==> config.mk <==
export PLATFORM = sky130hd
export DESIGN_NAME = morse_character_keyer_unit_flat
export DESIGN_NICKNAME = d
export VERILOG_FILES = /design/src/design/mck_pkg.sv /design/src/design/mck_char_if.sv /design/src/design/mck_seg_if.sv /design/src/design/mck_front.sv /design/src/design/mck_queue.sv /design/src/design/mck_back.sv /design/src/design/morse_character_keyer_unit.sv /design/src/flat_wrapper.sv
export VERILOG_INCLUDE_DIRS = /design/src /design/src/design
export SDC_FILE = /design/constraint.sdc
export NUM_CORES = 1
export LEC_CHECK = 0
export BUFFER_PORTS_ARGS = -buffer_cell sky130_fd_sc_hd__buf_2
export CAP_MARGIN = 15
export CORE_MARGIN = 5
export CORE_UTILIZATION = 61
export CTS_BUF_LIST = sky130_fd_sc_hd__clkbuf_4 sky130_fd_sc_hd__clkbuf_8 sky130_fd_sc_hd__clkbuf_16
export DETAILED_ROUTE_END_ITERATION = 10
export GPL_TIMING_DRIVEN = 1
export PLACE_DENSITY = 0.81
export SYNTH_ARGS = -nofsm -noshare
export SYNTH_HDL_FRONTEND = slang
export SYNTH_SLANG_ARGS = --single-unit
==> constraint.sdc <==
create_clock -name i_clk -period 4 [get_ports i_clk]
set_input_delay 0 -clock i_clk [delete_from_list [all_inputs] [get_ports i_clk]]
set_output_delay 0 -clock i_clk [all_outputs]
set_load 0.03 [all_outputs]
==> src/design/morse_character_keyer_unit_defines.svh <==
// Assertion macros for the morse character keyer.
// Used by modules that carry concurrent checks; no other dependencies.
`ifndef MORSE_CHARACTER_KEYER_UNIT_DEFINES_SVH
`define MORSE_CHARACTER_KEYER_UNIT_DEFINES_SVH
`ifndef ASSERT_OFF
`define MCK_ASSERT(lbl, clk, rst_n, prop, msg) \
    lbl: assert property (@(posedge clk) disable iff (!rst_n) prop) else $error(msg);
`define MCK_ASSERT_NEVER(lbl, clk, rst_n, cond, msg) \
    lbl: assert property (@(posedge clk) disable iff (!rst_n) !(cond)) else $error(msg);
`else
`define MCK_ASSERT(lbl, clk, rst_n, prop, msg)
`define MCK_ASSERT_NEVER(lbl, clk, rst_n, cond, msg)
`endif
`endif

==> src/design/mck_pkg.sv <==
// Package for the morse character keyer: widths, register indexes,
// command and segment types, and the fixed Morse pattern table. No dependencies.
package mck_pkg;

    localparam int CHAR_W  = 8;
    localparam int TICK_W  = 31;
    localparam int LAMP_W  = 2;
    localparam int IDX_W   = 3;
    localparam int ELEM_W  = 6;
    localparam int COUNT_W = 3;
    localparam int TABLE_STORED = 48;

    localparam logic [CHAR_W-1:0] CHAR_SPACE = 8'h20;

    localparam logic [IDX_W-1:0] REG_DOT       = 3'd0;
    localparam logic [IDX_W-1:0] REG_DASH      = 3'd1;
    localparam logic [IDX_W-1:0] REG_ELEM_GAP  = 3'd2;
    localparam logic [IDX_W-1:0] REG_CHAR_GAP  = 3'd3;
    localparam logic [IDX_W-1:0] REG_WORD_GAP  = 3'd4;
    localparam logic [IDX_W-1:0] REG_LAMP_MASK = 3'd5;

    typedef struct packed {
        logic [CHAR_W-1:0]  code;
        logic [7:0]         bits;
        logic [COUNT_W-1:0] count;
    } t_pattern;

    typedef struct packed {
        logic               is_space;
        logic [ELEM_W-1:0]  bits;
        logic [COUNT_W-1:0] count;
    } t_cmd;

    typedef struct packed {
        logic [TICK_W-1:0] dot_ticks;
        logic [TICK_W-1:0] dash_ticks;
        logic [TICK_W-1:0] element_gap_ticks;
        logic [TICK_W-1:0] char_gap_ticks;
        logic [TICK_W-1:0] word_gap_ticks;
        logic [LAMP_W-1:0] lamp_mask;
    } t_cfg;

    typedef struct packed {
        logic              key_down;
        logic [LAMP_W-1:0] lamp_select;
        logic [TICK_W-1:0] duration;
        logic              last;
    } t_seg;

    typedef struct packed {
        logic hit;
        t_cmd cmd;
    } t_hit;

    // bits: elements left-aligned, 1 = dash
    localparam t_pattern PATTERNS [TABLE_STORED] = '{
        '{8'h41, 8'h40, 3'd2}, '{8'h42, 8'h80, 3'd4}, '{8'h43, 8'hA0, 3'd4},
        '{8'h44, 8'h80, 3'd3}, '{8'h45, 8'h00, 3'd1}, '{8'h46, 8'h20, 3'd4},
        '{8'h47, 8'hC0, 3'd3}, '{8'h48, 8'h00, 3'd4}, '{8'h49, 8'h00, 3'd2},
        '{8'h4A, 8'h70, 3'd4}, '{8'h4B, 8'hA0, 3'd3}, '{8'h4C, 8'h40, 3'd4},
        '{8'h4D, 8'hC0, 3'd2}, '{8'h4E, 8'h80, 3'd2}, '{8'h4F, 8'hE0, 3'd3},
        '{8'h50, 8'h60, 3'd4}, '{8'h51, 8'hD0, 3'd4}, '{8'h52, 8'h40, 3'd3},
        '{8'h53, 8'h00, 3'd3}, '{8'h54, 8'h80, 3'd1}, '{8'h55, 8'h20, 3'd3},
        '{8'h56, 8'h10, 3'd4}, '{8'h57, 8'h60, 3'd3}, '{8'h58, 8'h90, 3'd4},
        '{8'h59, 8'hB0, 3'd4}, '{8'h5A, 8'hC0, 3'd4}, '{8'h30, 8'hF8, 3'd5},
        '{8'h31, 8'h78, 3'd5}, '{8'h32, 8'h38, 3'd5}, '{8'h33, 8'h18, 3'd5},
        '{8'h34, 8'h08, 3'd5}, '{8'h35, 8'h00, 3'd5}, '{8'h36, 8'h80, 3'd5},
        '{8'h37, 8'hC0, 3'd5}, '{8'h38, 8'hE0, 3'd5}, '{8'h39, 8'hF0, 3'd5},
        '{8'h2E, 8'h54, 3'd6}, '{8'h2C, 8'hCC, 3'd6}, '{8'h3F, 8'h30, 3'd6},
        '{8'h2D, 8'h84, 3'd6}, '{8'h40, 8'h68, 3'd6}, '{8'h5F, 8'h34, 3'd6},
        '{8'h2B, 8'h50, 3'd5}, '{8'h3B, 8'hA8, 3'd6}, '{8'h26, 8'h40, 3'd5},
        '{8'h2F, 8'h90, 3'd5}, '{8'h28, 8'hB0, 3'd5}, '{8'h29, 8'hB4, 3'd6}
    };

    function automatic t_hit f_lookup(input logic [CHAR_W-1:0] ch, input int limit);
        t_hit res;
        res = '0;
        if (ch == CHAR_SPACE) begin
            res.hit          = 1'b1;
            res.cmd.is_space = 1'b1;
        end else begin
            for (int i = 0; i < TABLE_STORED; i++) begin
                if (i < limit && PATTERNS[i].code == ch) begin
                    res.hit       = 1'b1;
                    res.cmd.bits  = PATTERNS[i].bits[7:2];
                    res.cmd.count = PATTERNS[i].count;
                end
            end
        end
        return res;
    endfunction

endpackage

==> src/design/mck_char_if.sv <==
// Character input channel: valid/ready handshake with one ASCII code.
// Depends on mck_pkg.
interface mck_char_if;
    logic                       valid;
    logic                       ready;
    logic [mck_pkg::CHAR_W-1:0] character;

    modport source (output valid, output character, input ready);
    modport sink   (input valid, input character, output ready);
endinterface

==> src/design/mck_seg_if.sv <==
// Keying segment output channel: valid/ready handshake with one segment.
// Depends on mck_pkg.
interface mck_seg_if;
    logic                       valid;
    logic                       ready;
    logic                       key_down;
    logic [mck_pkg::LAMP_W-1:0] lamp_select;
    logic [mck_pkg::TICK_W-1:0] duration;
    logic                       last;

    modport source (output valid, output key_down, output lamp_select,
                    output duration, output last, input ready);
    modport sink   (input valid, input key_down, input lamp_select,
                    input duration, input last, output ready);
endinterface

==> src/design/mck_front.sv <==
// Front end: accepts characters, classifies them via the pattern table
// and pushes known ones as commands. Depends on mck_pkg, mck_char_if.
module mck_front #(
    parameter int TABLE_ENTRIES = 48
) (
    mck_char_if.sink      i_char,
    input  logic          i_push_ready,
    output logic          o_push,
    output mck_pkg::t_cmd o_cmd
);
    localparam int LIMIT = (TABLE_ENTRIES < mck_pkg::TABLE_STORED) ?
                           TABLE_ENTRIES : mck_pkg::TABLE_STORED;

    mck_pkg::t_hit w_hit;

    always_comb begin
        w_hit = mck_pkg::f_lookup(i_char.character, LIMIT);
    end

    // unknown codes are taken and dropped
    assign i_char.ready = i_push_ready;
    assign o_push       = i_char.valid && i_push_ready && w_hit.hit;
    assign o_cmd        = w_hit.cmd;
endmodule

==> src/design/mck_queue.sv <==
// Two-entry command queue between front and back end.
// Depends on mck_pkg.
module mck_queue (
    input  logic          i_clk,
    input  logic          i_rst_n,
    input  logic          i_push,
    input  mck_pkg::t_cmd i_cmd,
    output logic          o_push_ready,
    output logic          o_valid,
    output mck_pkg::t_cmd o_cmd,
    input  logic          i_pop
);
    mck_pkg::t_cmd r_mem [2];
    logic       r_wr_ptr;
    logic       r_rd_ptr;
    logic [1:0] r_count;

    assign o_push_ready = (r_count != 2'd2);
    assign o_valid      = (r_count != 2'd0);
    assign o_cmd        = r_mem[r_rd_ptr];

    always_ff @(posedge i_clk) begin
        if (i_push) begin
            r_mem[r_wr_ptr] <= i_cmd;
        end
    end

    always_ff @(posedge i_clk) begin
        if (!i_rst_n) begin
            r_wr_ptr <= 1'b0;
            r_rd_ptr <= 1'b0;
            r_count  <= 2'd0;
        end else begin
            if (i_push) begin
                r_wr_ptr <= ~r_wr_ptr;
            end
            if (i_pop) begin
                r_rd_ptr <= ~r_rd_ptr;
            end
            case ({i_push, i_pop})
                2'b10:   r_count <= r_count + 2'd1;
                2'b01:   r_count <= r_count - 2'd1;
                default: r_count <= r_count;
            endcase
        end
    end
endmodule

==> src/design/mck_back.sv <==
// Back end: sequences one command into keying segments, one per cycle unless the sink
// stalls, via an output register. Depends on mck_pkg, mck_seg_if, the defines header.
`include "morse_character_keyer_unit_defines.svh"
module mck_back (
    input  logic          i_clk,
    input  logic          i_rst_n,
    input  mck_pkg::t_cfg i_cfg,
    input  logic          i_cmd_valid,
    input  mck_pkg::t_cmd i_cmd,
    output logic          o_pop,
    mck_seg_if.source     o_seg
);
    logic                                r_busy;
    logic                                r_space;
    logic                                r_gap;
    logic [mck_pkg::ELEM_W-1:0]          r_bits;
    logic [mck_pkg::COUNT_W-1:0]         r_left;
    logic                                r_out_valid;
    mck_pkg::t_seg                       r_out;

    logic          w_load;
    logic          w_emit;
    logic          w_pop;
    mck_pkg::t_seg w_seg;

    assign w_load = !r_out_valid || o_seg.ready;
    assign w_emit = r_busy && w_load;
    assign w_pop  = !r_busy && i_cmd_valid;
    assign o_pop  = w_pop;

    always_comb begin
        w_seg             = '0;
        w_seg.lamp_select = i_cfg.lamp_mask;
        if (r_space) begin
            w_seg.duration = i_cfg.word_gap_ticks;
            w_seg.last     = 1'b1;
        end else if (r_left == '0) begin
            w_seg.duration = i_cfg.char_gap_ticks;
            w_seg.last     = 1'b1;
        end else if (!r_gap) begin
            w_seg.key_down = 1'b1;
            w_seg.duration = r_bits[mck_pkg::ELEM_W-1] ? i_cfg.dash_ticks : i_cfg.dot_ticks;
        end else begin
            w_seg.duration = i_cfg.element_gap_ticks;
        end
    end

    always_ff @(posedge i_clk) begin
        if (!i_rst_n) begin
            r_busy      <= 1'b0;
            r_gap       <= 1'b0;
            r_left      <= '0;
            r_out_valid <= 1'b0;
        end else begin
            if (w_pop) begin
                r_busy  <= 1'b1;
                r_space <= i_cmd.is_space;
                r_bits  <= i_cmd.bits;
                r_left  <= i_cmd.count;
                r_gap   <= 1'b0;
            end else if (w_emit) begin
                if (w_seg.last) begin
                    r_busy <= 1'b0;
                end else if (!r_gap) begin
                    r_gap <= 1'b1;
                end else begin
                    r_gap  <= 1'b0;
                    r_bits <= {r_bits[mck_pkg::ELEM_W-2:0], 1'b0};
                    r_left <= r_left - 1'b1;
                end
            end
            if (w_load) begin
                r_out_valid <= w_emit;
            end
        end
    end

    always_ff @(posedge i_clk) begin
        if (w_emit) begin
            r_out <= w_seg;
        end
    end

    assign o_seg.valid       = r_out_valid;
    assign o_seg.key_down    = r_out.key_down;
    assign o_seg.lamp_select = r_out.lamp_select;
    assign o_seg.duration    = r_out.duration;
    assign o_seg.last        = r_out.last;

    `MCK_ASSERT(a_left_range, i_clk, i_rst_n, r_left <= 3'd6, "element count above six")
    `MCK_ASSERT(a_pop_starts, i_clk, i_rst_n, w_pop |=> r_busy, "pop did not start a command")
    `MCK_ASSERT(a_char_end, i_clk, i_rst_n, (w_emit && w_seg.last) |=> (!r_busy && r_out_valid && o_seg.last), "final segment not presented")
    `MCK_ASSERT_NEVER(a_mark_last, i_clk, i_rst_n, r_out_valid && r_out.key_down && r_out.last, "mark segment flagged last")
endmodule

==> src/design/morse_character_keyer_unit.sv <==
// Morse character keyer top level: configuration registers, front end,
// command queue and segment sequencer. Depends on mck_pkg, mck_char_if, mck_seg_if,
// mck_front, mck_queue, mck_back.
//
// Each character item becomes a run of keying segments. A space gives one
// word-gap segment; a table character with n elements gives 2n+1 segments
// (mark and element gap per element, then a character gap); any other code
// is taken and gives nothing. The segment sequencer emits one segment per
// cycle while the sink accepts them, and it loads the next command only
// once the last segment of the previous one has been emitted. A two-entry
// queue lets the front accept further characters meanwhile; the output
// register holds a segment while the sink stalls. Configuration is written
// through i_cfg_we/i_cfg_index/i_cfg_data; unknown indexes are ignored.
module morse_character_keyer_unit #(
    parameter int TABLE_ENTRIES = 48
) (
    input  logic                       i_clk,
    input  logic                       i_rst_n,
    input  logic                       i_cfg_we,
    input  logic [mck_pkg::IDX_W-1:0]  i_cfg_index,
    input  logic [mck_pkg::TICK_W-1:0] i_cfg_data,
    mck_char_if.sink                   i_char,
    mck_seg_if.source                  o_seg
);
    mck_pkg::t_cfg r_cfg;
    mck_pkg::t_cmd w_push_cmd;
    mck_pkg::t_cmd w_pop_cmd;
    logic          w_push;
    logic          w_push_ready;
    logic          w_cmd_valid;
    logic          w_pop;

    always_ff @(posedge i_clk) begin
        if (!i_rst_n) begin
            r_cfg.dot_ticks         <= 31'd2666666;
            r_cfg.dash_ticks        <= 31'd10666664;
            r_cfg.element_gap_ticks <= 31'd3466665;
            r_cfg.char_gap_ticks    <= 31'd13866663;
            r_cfg.word_gap_ticks    <= 31'd41599989;
            r_cfg.lamp_mask         <= 2'd3;
        end else if (i_cfg_we) begin
            case (i_cfg_index)
                mck_pkg::REG_DOT:       r_cfg.dot_ticks         <= i_cfg_data;
                mck_pkg::REG_DASH:      r_cfg.dash_ticks        <= i_cfg_data;
                mck_pkg::REG_ELEM_GAP:  r_cfg.element_gap_ticks <= i_cfg_data;
                mck_pkg::REG_CHAR_GAP:  r_cfg.char_gap_ticks    <= i_cfg_data;
                mck_pkg::REG_WORD_GAP:  r_cfg.word_gap_ticks    <= i_cfg_data;
                mck_pkg::REG_LAMP_MASK: r_cfg.lamp_mask <= i_cfg_data[mck_pkg::LAMP_W-1:0];
                default: ;
            endcase
        end
    end

    mck_front #(
        .TABLE_ENTRIES(TABLE_ENTRIES)
    ) u_front (
        .i_char       (i_char),
        .i_push_ready (w_push_ready),
        .o_push       (w_push),
        .o_cmd        (w_push_cmd)
    );

    mck_queue u_queue (
        .i_clk        (i_clk),
        .i_rst_n      (i_rst_n),
        .i_push       (w_push),
        .i_cmd        (w_push_cmd),
        .o_push_ready (w_push_ready),
        .o_valid      (w_cmd_valid),
        .o_cmd        (w_pop_cmd),
        .i_pop        (w_pop)
    );

    mck_back u_back (
        .i_clk       (i_clk),
        .i_rst_n     (i_rst_n),
        .i_cfg       (r_cfg),
        .i_cmd_valid (w_cmd_valid),
        .i_cmd       (w_pop_cmd),
        .o_pop       (w_pop),
        .o_seg       (o_seg)
    );
endmodule

==> src/flat_wrapper.sv <==
// flat-port wrapper written by rule: the top's interface ports become plain ports
module morse_character_keyer_unit_flat 
#(
    parameter int TABLE_ENTRIES = 48
)
  (i_clk, i_rst_n, i_cfg_we, i_cfg_index, i_cfg_data, i_char_valid, i_char_character, i_char_ready, o_seg_valid, o_seg_key_down, o_seg_lamp_select, o_seg_duration, o_seg_last, o_seg_ready);
  mck_char_if i_char_i ();
  mck_seg_if o_seg_i ();
  input  logic i_clk;
  input  logic i_rst_n;
  input  logic i_cfg_we;
  input  logic [mck_pkg::IDX_W-1:0] i_cfg_index;
  input  logic [mck_pkg::TICK_W-1:0] i_cfg_data;
  input wire logic [$bits(i_char_i.valid)-1:0] i_char_valid;
  input wire logic [$bits(i_char_i.character)-1:0] i_char_character;
  output wire logic [$bits(i_char_i.ready)-1:0] i_char_ready;
  output wire logic [$bits(o_seg_i.valid)-1:0] o_seg_valid;
  output wire logic [$bits(o_seg_i.key_down)-1:0] o_seg_key_down;
  output wire logic [$bits(o_seg_i.lamp_select)-1:0] o_seg_lamp_select;
  output wire logic [$bits(o_seg_i.duration)-1:0] o_seg_duration;
  output wire logic [$bits(o_seg_i.last)-1:0] o_seg_last;
  input wire logic [$bits(o_seg_i.ready)-1:0] o_seg_ready;
  assign i_char_i.valid = i_char_valid;
  assign i_char_i.character = i_char_character;
  assign i_char_ready = i_char_i.ready;
  assign o_seg_valid = o_seg_i.valid;
  assign o_seg_key_down = o_seg_i.key_down;
  assign o_seg_lamp_select = o_seg_i.lamp_select;
  assign o_seg_duration = o_seg_i.duration;
  assign o_seg_last = o_seg_i.last;
  assign o_seg_i.ready = o_seg_ready;
  morse_character_keyer_unit #(.TABLE_ENTRIES(TABLE_ENTRIES)) u_core (.i_clk(i_clk), .i_rst_n(i_rst_n), .i_cfg_we(i_cfg_we), .i_cfg_index(i_cfg_index), .i_cfg_data(i_cfg_data), .i_char(i_char_i), .o_seg(o_seg_i));
endmodule
==> flow_summary_export.csv, run 1 <==
group,metric,value,unit
worst_setup_path,critPathMaxFanout,19,
clocking,clock_sinks,230,
worst_setup_path,critPathSlowestCell,"edfxtp_1",
logic_synthesis,synth_cell_type_count,65,
logic_synthesis,synth_fp_nets,1276,
clocking,clk_latency,520,ps
logic_synthesis,synth_top_area_cell,"dfxtp_1",
logic_synthesis,synth_area_leaders,"dfxtp_1 (33%), edfxtp_1 (18%), nand2_1 (14%)",
worst_setup_path,start_kind,"register",
layout,drive_above_1_share,0.1262,
layout,final_util,0.7126,
power_and_ir_drop,power.density,530.4,nW/um^2
power_and_ir_drop,max-vdd-ir-drop,0.4210,mV
clocking,postCtsHoldBufs,36,
global_route,gr-total-overflow,0,
logic_synthesis,syn_area,10210,sq um
detailed_routing,via_per_inst,5.850,
clocking,cts_buffer_depth,3,
worst_setup_path,cp.arrival,2540,ps
placed_design,io_buffers,83,
detailed_routing,vias,8939,
clocking,cts.repair.resized,0,
die,num_io_pins,84,
global_route,grt_pass1_wl,44230,um
worst_setup_path,crit_required,4230,ps
sta,fmax,432.6,MHz
sta,period_share,0.5779,
worst_setup_path,crit_type,"reg -> reg",
sta,fin_crit,2312,ps
clocking,path_clk_slew,60,ps
die,row_count,47,
logic_synthesis,synth-seq-cells,230,
layout,final_common_cell,"nand2_1",
power_and_ir_drop,intPower,4.301,mW
clocking,cts-root-buf,"clkbuf_16",
power_and_ir_drop,seq_power_share,0.447,
clocking,cts_made_buffers,24,
placed_design,gp_congestion,0.9428,
detailed_routing,drc,0,
global_route,grt_start_max_net_pins,79,
sta,worst_slack,1688,ps
flow_run,cap_violations,0,
worst_setup_path,crit_family,"flip-flops",
clocking,cts_setup_buffers,0,
die,die_w,139.4,um
detailed_routing,wl,27610,um
global_route,grt_pass1_vias,8407,
logic_synthesis,avgSynthCellArea,8.325,sq um
placed_design,hpwl,15600,um
sta,hold_viol_final,0,
power_and_ir_drop,clock_power_share,0.342,
sta,fin_skew,18.61,ps
sta,setup_viol,0,
global_route,track_usage,0.2741,
placed_design,dp_slack,1415,ps
logic_synthesis,yosysWarnings,0,
detailed_routing,routedWlPerCell,18.07,um
worst_setup_path,cp_num_buf_inv,1,
layout,finalNetCount,1339,
logic_synthesis,ys_seq_area_frac,0.5120,
die,core,16520,sq um
logic_synthesis,synth_edf_count,62,
die,die_h,139.4,um
die,start_util,0.6176,
clocking,cts_tree,"yes",
power_and_ir_drop,pwr-share-comb,0.210,
logic_synthesis,async_flop_share,0,
detailed_routing,ant_nets,0,
worst_setup_path,end_kind,"register",
worst_setup_path,cp_common_cell,"o21ai_0",
clocking,cts_max_level,1,
logic_synthesis,ys.flop_type,"dfxtp_1",
detailed_routing,drtPass1Iterations,7,
logic_synthesis,synth_top_area_frac,0.3295,
run_status,outcome,"finished, final reports clean",
sta,max_slew_margin,0.2651,
die,dieArea,19420,sq um
layout,final_cell_mix,"nand2_1 (394), dfxtp_1 (167), a21oi_1 (128)",
logic_synthesis,synthCells,1226,
global_route,antenna_found_initial,1,
sta,slew_violations,0,
detailed_routing,drt-initial-drc-count,963,
hold_path,hold_class,"in -> reg",
power_and_ir_drop,sw_frac_of_total,0.3114,
sta,rsz0062_at_grt,"no",
layout,syn2layout_area_growth,15.37,%
power_and_ir_drop,power,6.246,mW
power_and_ir_drop,leakage,4.522,nW
sta,fin_setup_tns,0,ps
sta,worst_slew_pin_slew,1100,ps
worst_setup_path,slowest_delay,920,ps
power_and_ir_drop,p_sw,1.945,mW
worst_setup_path,crit_chain,"buf_4 -> mux2i_1 -> o21ai_0 -> nand2_1 -> o21ai_0",
-- path summary, 6_finish.rpt --
check | start | to | slack, ps | depth (start not counted)
min reg2reg | u_core.r_cfg[0] | u_core.u_back.o_seg.lamp_select[0] | 440 | 0
min | i_cfg_index[1] | u_core.r_cfg[0] | 30 | 5
max | u_core.u_back.r_bits[5] | u_core.u_back.o_seg.duration[13] | 1690 | 5
max reg2reg | u_core.u_back.r_bits[5] | u_core.u_back.o_seg.duration[13] | 1690 | 5
-- sequential cells by signal, indices dropped and copies added, names as in the netlist, named ones only --
register,flops
u_core.r_cfg,157
u_core.u_back.o_seg.duration,31
u_core.u_back.o_seg.key_down,1
u_core.u_back.o_seg.lamp_select,2
u_core.u_back.o_seg.last,1
u_core.u_back.o_seg.valid,1
u_core.u_back.r_bits,6
u_core.u_back.r_busy,1
u_core.u_back.r_gap,1
u_core.u_back.r_left,3
u_core.u_back.r_space,1
u_core.u_queue.r_count,2
u_core.u_queue.r_mem,20
u_core.u_queue.r_rd_ptr,1
u_core.u_queue.r_wr_ptr,1
-- layer usage --
layer | share of wire | vias to the layer above | track usage
li1 | - | 4293 | -
met1 | 0.41 | 4218 | 0.3684
met2 | 0.49 | 379 | 0.4715
met3 | 0.073 | 49 | 0.03293
met4 | 0.021 | 0 | 0.07415
met5 | 0 | - | 0
-- per-stage QoR --
stage,std cells,hold slack (ps),area (sq um)
after floorplan,1226,124.0,10210
after global placement,1447,277.2,10640
after detailed placement,1447,281.0,10640
after CTS,1527,8.477,11770
after global routing,1528,78.76,11780
final,1528,28.68,11780
-- power groups by stage --
stage | Combinational, mW | Sequential (mW) | Clock [mW]
global placement | 1.24 | 2.83 | 0
detailed placement | 1.26 | 2.84 | 0
floorplan | 0.776 | 2.94 | 0
global route | 1.43 | 2.81 | 2.26
finish | 1.31 | 2.79 | 2.14
CTS | 1.30 | 2.79 | 2.15
-- cells by family after synthesis --
| family | synth area share |
|---|---|
| xor+xnor | 0.004292 |
| flops | 0.5120 |
| simple gates | 0.2407 |
| buf+inv | 0.04205 |
| fa+ha+maj | 0.003678 |
| mux | 0.06779 |
| compound gates | 0.1296 |
-- cells in the mapped netlist, types with 10 or more instances --
cell type	number
o21ai_0	73
nor2_1	53
nand2b_1	11
nand3_1	70
edfxtp_1	62
buf_2	10
nand2_1	394
dfxtp_1	168
mux2i_1	68
nor3_1	11
clkbuf_1	70
a21oi_1	128
-- worst register-to-register path, cell delays in order, from the launching register on --
cell	delay, ps
edfxtp_1	920
buf_4	510
mux2i_1	310
o21ai_0	130
nand2_1	90
o21ai_0	90
-- area by class of cell --
cell class                 count  area (sq um)
antenna                        1         2.502
timing repair buffer         131         865.8
sequential                   230          5226
multi-input combinational    892          4597
inverter                      10         37.54
clock inverter                13         87.58
clock buffer                  31         683.2
tap                          220         275.3
fill                        1265          4750
Note: power is estimated with default switching activity, not from simulation.
==> run 2: changes to the inputs <==
CORE_UTILIZATION = 60   (was 61)
PLACE_DENSITY = 0.8   (was 0.81)
clock period = 2.4 ns   (was 4 ns; I/O delays follow)
==> flow_summary_export.csv, run 2 (synthesis gave the netlist of run 1 again) <==
group,metric,value,unit
sta,hold_viol_final,0,
layout,finalNetCount,1376,
global_route,track_usage,0.2823,
detailed_routing,vias,9256,
die,die_h,140.4,um
detailed_routing,via_per_inst,5.914,
layout,syn2layout_area_growth,18.73,%
clocking,cts_max_level,1,
power_and_ir_drop,leakage,4.717,nW
layout,finalNonFillerCells,1565,
sta,slew_violations,0,
global_route,grt_pass1_wl,45910,um
worst_setup_path,crit_type,"reg -> reg",
die,core,16640,sq um
sta,worst_slack,359.4,ps
clocking,cts_buffer_depth,3,
global_route,gr-total-overflow,0,
die,row_count,47,
worst_setup_path,end_kind,"register",
hold_path,hold_class,"in -> reg",
clocking,cts_setup_buffers,0,
sta,fin_setup_tns,0,ps
detailed_routing,drc,0,
detailed_routing,wl,28700,um
layout,largest_register_ffs,157,
worst_setup_path,critPathMaxFanout,6,
power_and_ir_drop,max-vdd-ir-drop,0.6254,mV
die,die_w,140.4,um
detailed_routing,routedWlPerCell,18.34,um
sta,max_slew_margin,0.5020,
sta,setup_viol,0,
placed_design,hpwl,16430,um
clocking,cts.repair.resized,0,
worst_setup_path,start_kind,"register",
clocking,path_clk_slew,60,ps
sta,rsz0062_at_grt,"no",
power_and_ir_drop,power.density,891.3,nW/um^2
sta,fin_crit,2041,ps
die,num_io_pins,84,
die,dieArea,19720,sq um
clocking,cts_tree,"yes",
global_route,grt_pass1_vias,9074,
detailed_routing,drtPass1Iterations,6,
layout,drive_above_1_share,0.1443,
sta,fin_skew,19.61,ps
sta,period_share,0.8502,
clocking,clk_latency,510,ps
clocking,clock_sinks,230,
placed_design,dp_cells,1483,
run_status,outcome,"finished, final reports clean",
clocking,cts-root-buf,"clkbuf_16",
layout,largest-register,"u_core.r_cfg",
detailed_routing,drt-initial-drc-count,764,
flow_run,cap_violations,0,
worst_setup_path,crit_required,2550,ps
placed_design,dp_slack,44.48,ps
worst_setup_path,cp.arrival,2190,ps
placed_design,io_buffers,83,
global_route,grt_start_max_net_pins,89,
global_route,antenna_found_initial,1,
placed_design,gp_congestion,0.9320,
layout,final_cell_mix,"nand2_1 (394), dfxtp_1 (167), a21oi_1 (128)",
clocking,cts_made_buffers,24,
detailed_routing,ant_nets,0,
layout,final_common_cell,"nand2_1",
sta,fmax,490.1,MHz
sta,worst_slew_pin_slew,747.0,ps
die,start_util,0.6133,
==> run 2: cell types whose count changed in the layout (fill, tap and decap cells not counted), moves of 3 or more <==
| cell | change |
|---|---|
| bufinv_16 | +4 |
| clkinv_2 | -6 |
| buf_4 | +34 |
| clkbuf_4 | -3 |
| clkinvlp_4 | +3 |
| clkinv_1 | +4 |
==> run 2: path summary, 6_finish.rpt <==
check	from	slack [ps]	cells after the start	to
min reg2reg	u_core.r_cfg[1]	450	0	u_core.u_back.o_seg.lamp_select[1]
max	u_core.u_back.r_left[0]	360	7	u_core.u_back.r_bits[1]
min	i_char_character[4]	110	3	u_core.u_queue.r_mem[0][9]
max reg2reg	u_core.u_back.r_left[0]	360	7	u_core.u_back.r_bits[1]
==> run 2: through the flow <==
stage / hold WS, ps / cell area (sq um) / total power, mW / utilization
after global routing: 90.80 / 12120 / 11.24 / 0.7281
after detailed placement: 284.3 / 10920 / 6.945 / 0.6559
final: 110.1 / 12120 / 10.80 / 0.7281
after global placement: 278.0 / 10920 / 6.905 / 0.6559
after CTS: 51.74 / 12120 / 10.80 / 0.7280
after floorplan: 124.0 / 10210 / 6.199 / -
==> run 2: timing repair <==
item,4_1_cts,5_1_grt
endpoints found under the setup margin,0,0
hold endpoints to repair,167,0
hold buffers,37,0
==> run 2: power by group <==
| part | internal [mW] | leakage [nW] | total [mW] | switching [mW] |
|---|---|---|---|---|
| Sequential | 4.45 | 1.93 | 4.61 | 0.163 |
| Combinational | 0.780 | 2.38 | 2.35 | 1.57 |
| Clock | 2.31 | 0.402 | 3.84 | 1.53 |
| Total | 7.54 | 4.72 | 10.8 | 3.26 |
==> run 2: cell type report <==
| type | count | area, sq um |
|---|---|---|
| inverters | 10 | 37.54 |
| repair buffers | 168 | 1171 |
| well taps | 220 | 275.3 |
| clock buffers | 26 | 621.8 |
| flip-flops and latches | 230 | 5226 |
| fillers | 1190 | 4524 |
| multi-input cells | 892 | 4576 |
| diodes | 1 | 2.502 |
| clock inverters | 18 | 207.7 |
==> run 2: routing by layer <==
metal,up-vias,routed length [um],GRT usage
li1,4359,-,-
met1,4373,11290,0.3514
met2,449,14230,0.4990
met3,75,2321,0.03988
met4,0,853,0.1025
met5,-,0,0
==> run 2: critical path, cell delays in order (launching register included) <==
cell and delay (ps):
dfxtp_1 310, inv_1 60, ha_1 190, ha_1 240, nor2_4 110, and4_1 320, nor2_1 60, nor2_1 390
==> run 3: changes to the inputs <==
ABC_AREA = 1   (was default)
==> flow_summary_export.csv, run 3 <==
group,metric,value,unit
global_route,grt_pass1_vias,9155,
layout,multi_input_area,4275,sq um
sta,fin_skew,32.22,ps
logic_synthesis,synth-seq-cells,230,
sta,fmax,492.9,MHz
sta,fin_crit,2029,ps
power_and_ir_drop,power,10.88,mW
clocking,cts.repair.resized,0,
detailed_routing,vias,9637,
clocking,cts_max_level,1,
sta,setup_viol,0,
detailed_routing,ant_nets,0,
global_route,grt_start_max_net_pins,161,
die,num_io_pins,84,
global_route,gr-total-overflow,0,
logic_synthesis,async_flop_share,0,
die,die_w,139.3,um
logic_synthesis,synth_area_leaders,"dfxtp_1 (34%), edfxtp_1 (19%), nand2_1 (11%)",
clocking,cts_tree,"yes",
layout,final_util,0.7211,
die,core,16470,sq um
hold_path,hold_class,"in -> reg",
logic_synthesis,ys_seq_area_frac,0.5211,
layout,final_common_cell,"nand2_1",
clocking,clk_latency,530,ps
worst_setup_path,critPathMaxFanout,16,
die,row_count,47,
die,dieArea,19400,sq um
layout,final_cell_mix,"nand2_1 (297), nor2_1 (269), dfxtp_1 (168)",
placed_design,hpwl,16990,um
logic_synthesis,synth_edf_count,62,
logic_synthesis,synth_cell_type_count,29,
clocking,cts_buffer_depth,3,
placed_design,placed_cell_area,10710,sq um
die,start_util,0.6090,
logic_synthesis,synth_fp_nets,1380,
sta,slew_violations,0,
power_and_ir_drop,max-vdd-ir-drop,0.9274,mV
logic_synthesis,syn_area,10030,sq um
clocking,cts_made_buffers,24,
logic_synthesis,synth.most_common_cell,"nand2_1",
placed_design,io_buffers,83,
flow_run,cap_violations,0,
worst_setup_path,end_kind,"register",
die,die_h,139.3,um
detailed_routing,wl,28930,um
layout,syn2layout_area_growth,18.42,%
sta,period_share,0.8453,
power_and_ir_drop,leakage,5.430,nW
worst_setup_path,cp_num_buf_inv,3,
layout,finalNetCount,1480,
sta,worst_slew_pin_slew,679.6,ps
sta,hold_viol_final,0,
clocking,clock_sinks,230,
layout,register_area,5225,sq um
worst_setup_path,slowest_delay,320,ps
logic_synthesis,avgSynthCellArea,7.539,sq um
logic_synthesis,ys.flop_type,"dfxtp_1",
detailed_routing,drtPass1Iterations,5,
logic_synthesis,synth_top_area_frac,0.3354,
layout,largest_register_ffs,157,
logic_synthesis,synthCells,1330,
logic_synthesis,yosys-top-cells-count,"nand2_1 (297), nor2_1 (273), dfxtp_1 (168)",
global_route,antenna_found_initial,0,
worst_setup_path,crit_chain,"inv_1 -> ha_1 -> ha_1 -> nor2_1 -> inv_1 -> buf_4 -> o211ai_1",
detailed_routing,via_per_inst,5.774,
sta,holdWs,17.29,ps
placed_design,gp_congestion,0.9422,
layout,fill_cells,1288,
sta,rsz0062_at_grt,"no",
run_status,outcome,"finished, final reports clean",
worst_setup_path,critPathSlowestCell,"dfxtp_1",
worst_setup_path,start_kind,"register",
layout,final_cell_area,11870,sq um
sta,fin_setup_tns,0,ps
detailed_routing,drc,0,
clocking,cts-root-buf,"clkbuf_16",
worst_setup_path,crit_family,"buffers and inverters",
logic_synthesis,yosysWarnings,0,
detailed_routing,routedWlPerCell,17.33,um
global_route,track_usage,0.2894,
worst_setup_path,cp.arrival,2370,ps
layout,drive_above_1_share,0.1195,
detailed_routing,drt-initial-drc-count,950,
worst_setup_path,crit_required,2750,ps
layout,largest-register,"u_core.r_cfg",
global_route,grt_pass1_wl,46380,um
power_and_ir_drop,power.density,916.7,nW/um^2
clocking,path_clk_slew,60,ps
logic_synthesis,synth_top_area_cell,"dfxtp_1",
sta,max_slew_margin,0.5469,
worst_setup_path,crit_type,"reg -> reg",
-- run 3: final cells by class --
type,instances,share of cell area
Antenna cell,1,0.0002107
Clock buffer,39,0.06270
Clock inverter,5,0.003372
Inverter,68,0.02150
Multi-Input combinational cell,954,0.3601
Sequential cell,230,0.4400
Tap cell,220,0.02318
Timing Repair Buffer,152,0.08894
-- run 3: kinds of logic (layout without fill, tap and decap cells) --
| logic type | after synthesis | in the layout | synth area share |
|---|---|---|---|
| other cells | 0 | 1 | 0 |
| buf+inv | 146 | 264 | 0.05503 |
| flops | 230 | 230 | 0.5211 |
| simple gates | 746 | 746 | 0.3043 |
| fa+ha+maj | 3 | 3 | 0.003744 |
| compound gates | 201 | 201 | 0.1113 |
| mux | 4 | 4 | 0.004492 |
-- run 3: final timing paths --
| check | slack (ps) | cells past startpoint | startpoint | endpoint |
|---|---|---|---|---|
| worst max register to register | 370 | 7 | u_core.u_back.r_left[0] | u_core.u_back.o_seg.duration[7] |
| worst min register to register | 430 | 0 | u_core.r_cfg[1] | u_core.u_back.o_seg.lamp_select[1] |
| worst min-delay path | 20 | 4 | i_char_valid | u_core.u_queue.r_wr_ptr |
| worst max-delay path | 370 | 7 | u_core.u_back.r_left[0] | u_core.u_back.o_seg.duration[7] |
-- run 3: worst reg2reg max path, delay by kind of cell, from the launching register on --
kind                     cells  cell delay [ps]
AO/OA/AOI/OAI                1              250
adder cells (fa/ha/maj)      2              400
buffers and inverters        3              670
flip-flops                   1              320
AND/OR/NAND/NOR              1              240
-- run 3: where the power goes --
group / internal (mW) / switching (mW)
Combinational: 0.766 / 1.87
Clock: 2.13 / 1.49
Sequential: 4.46 / 0.163
Total: 7.36 / 3.52
-- run 3: through the flow --
| stage | setup slack, ps | instances |
|---|---|---|
| floorplan | 199.6 | 1330 |
| global placement | 91.37 | 1586 |
| detailed placement | 76.79 | 1586 |
| CTS | 425.0 | 1668 |
| global route | 257.0 | 1668 |
| finish | 371.3 | 1669 |
-- run 3: metal layers --
layer  wire length [um]  track usage
met5                  0            0
met4               1049       0.1066
met3               2558      0.04460
met2              14000       0.4903
met1              11320       0.3770
-- run 3: what timing repair did --
action / 4_1_cts / 5_1_grt
hold buffers: 38 / 0
buffers inserted: 0 / 0
hold endpoints to repair: 163 / 0
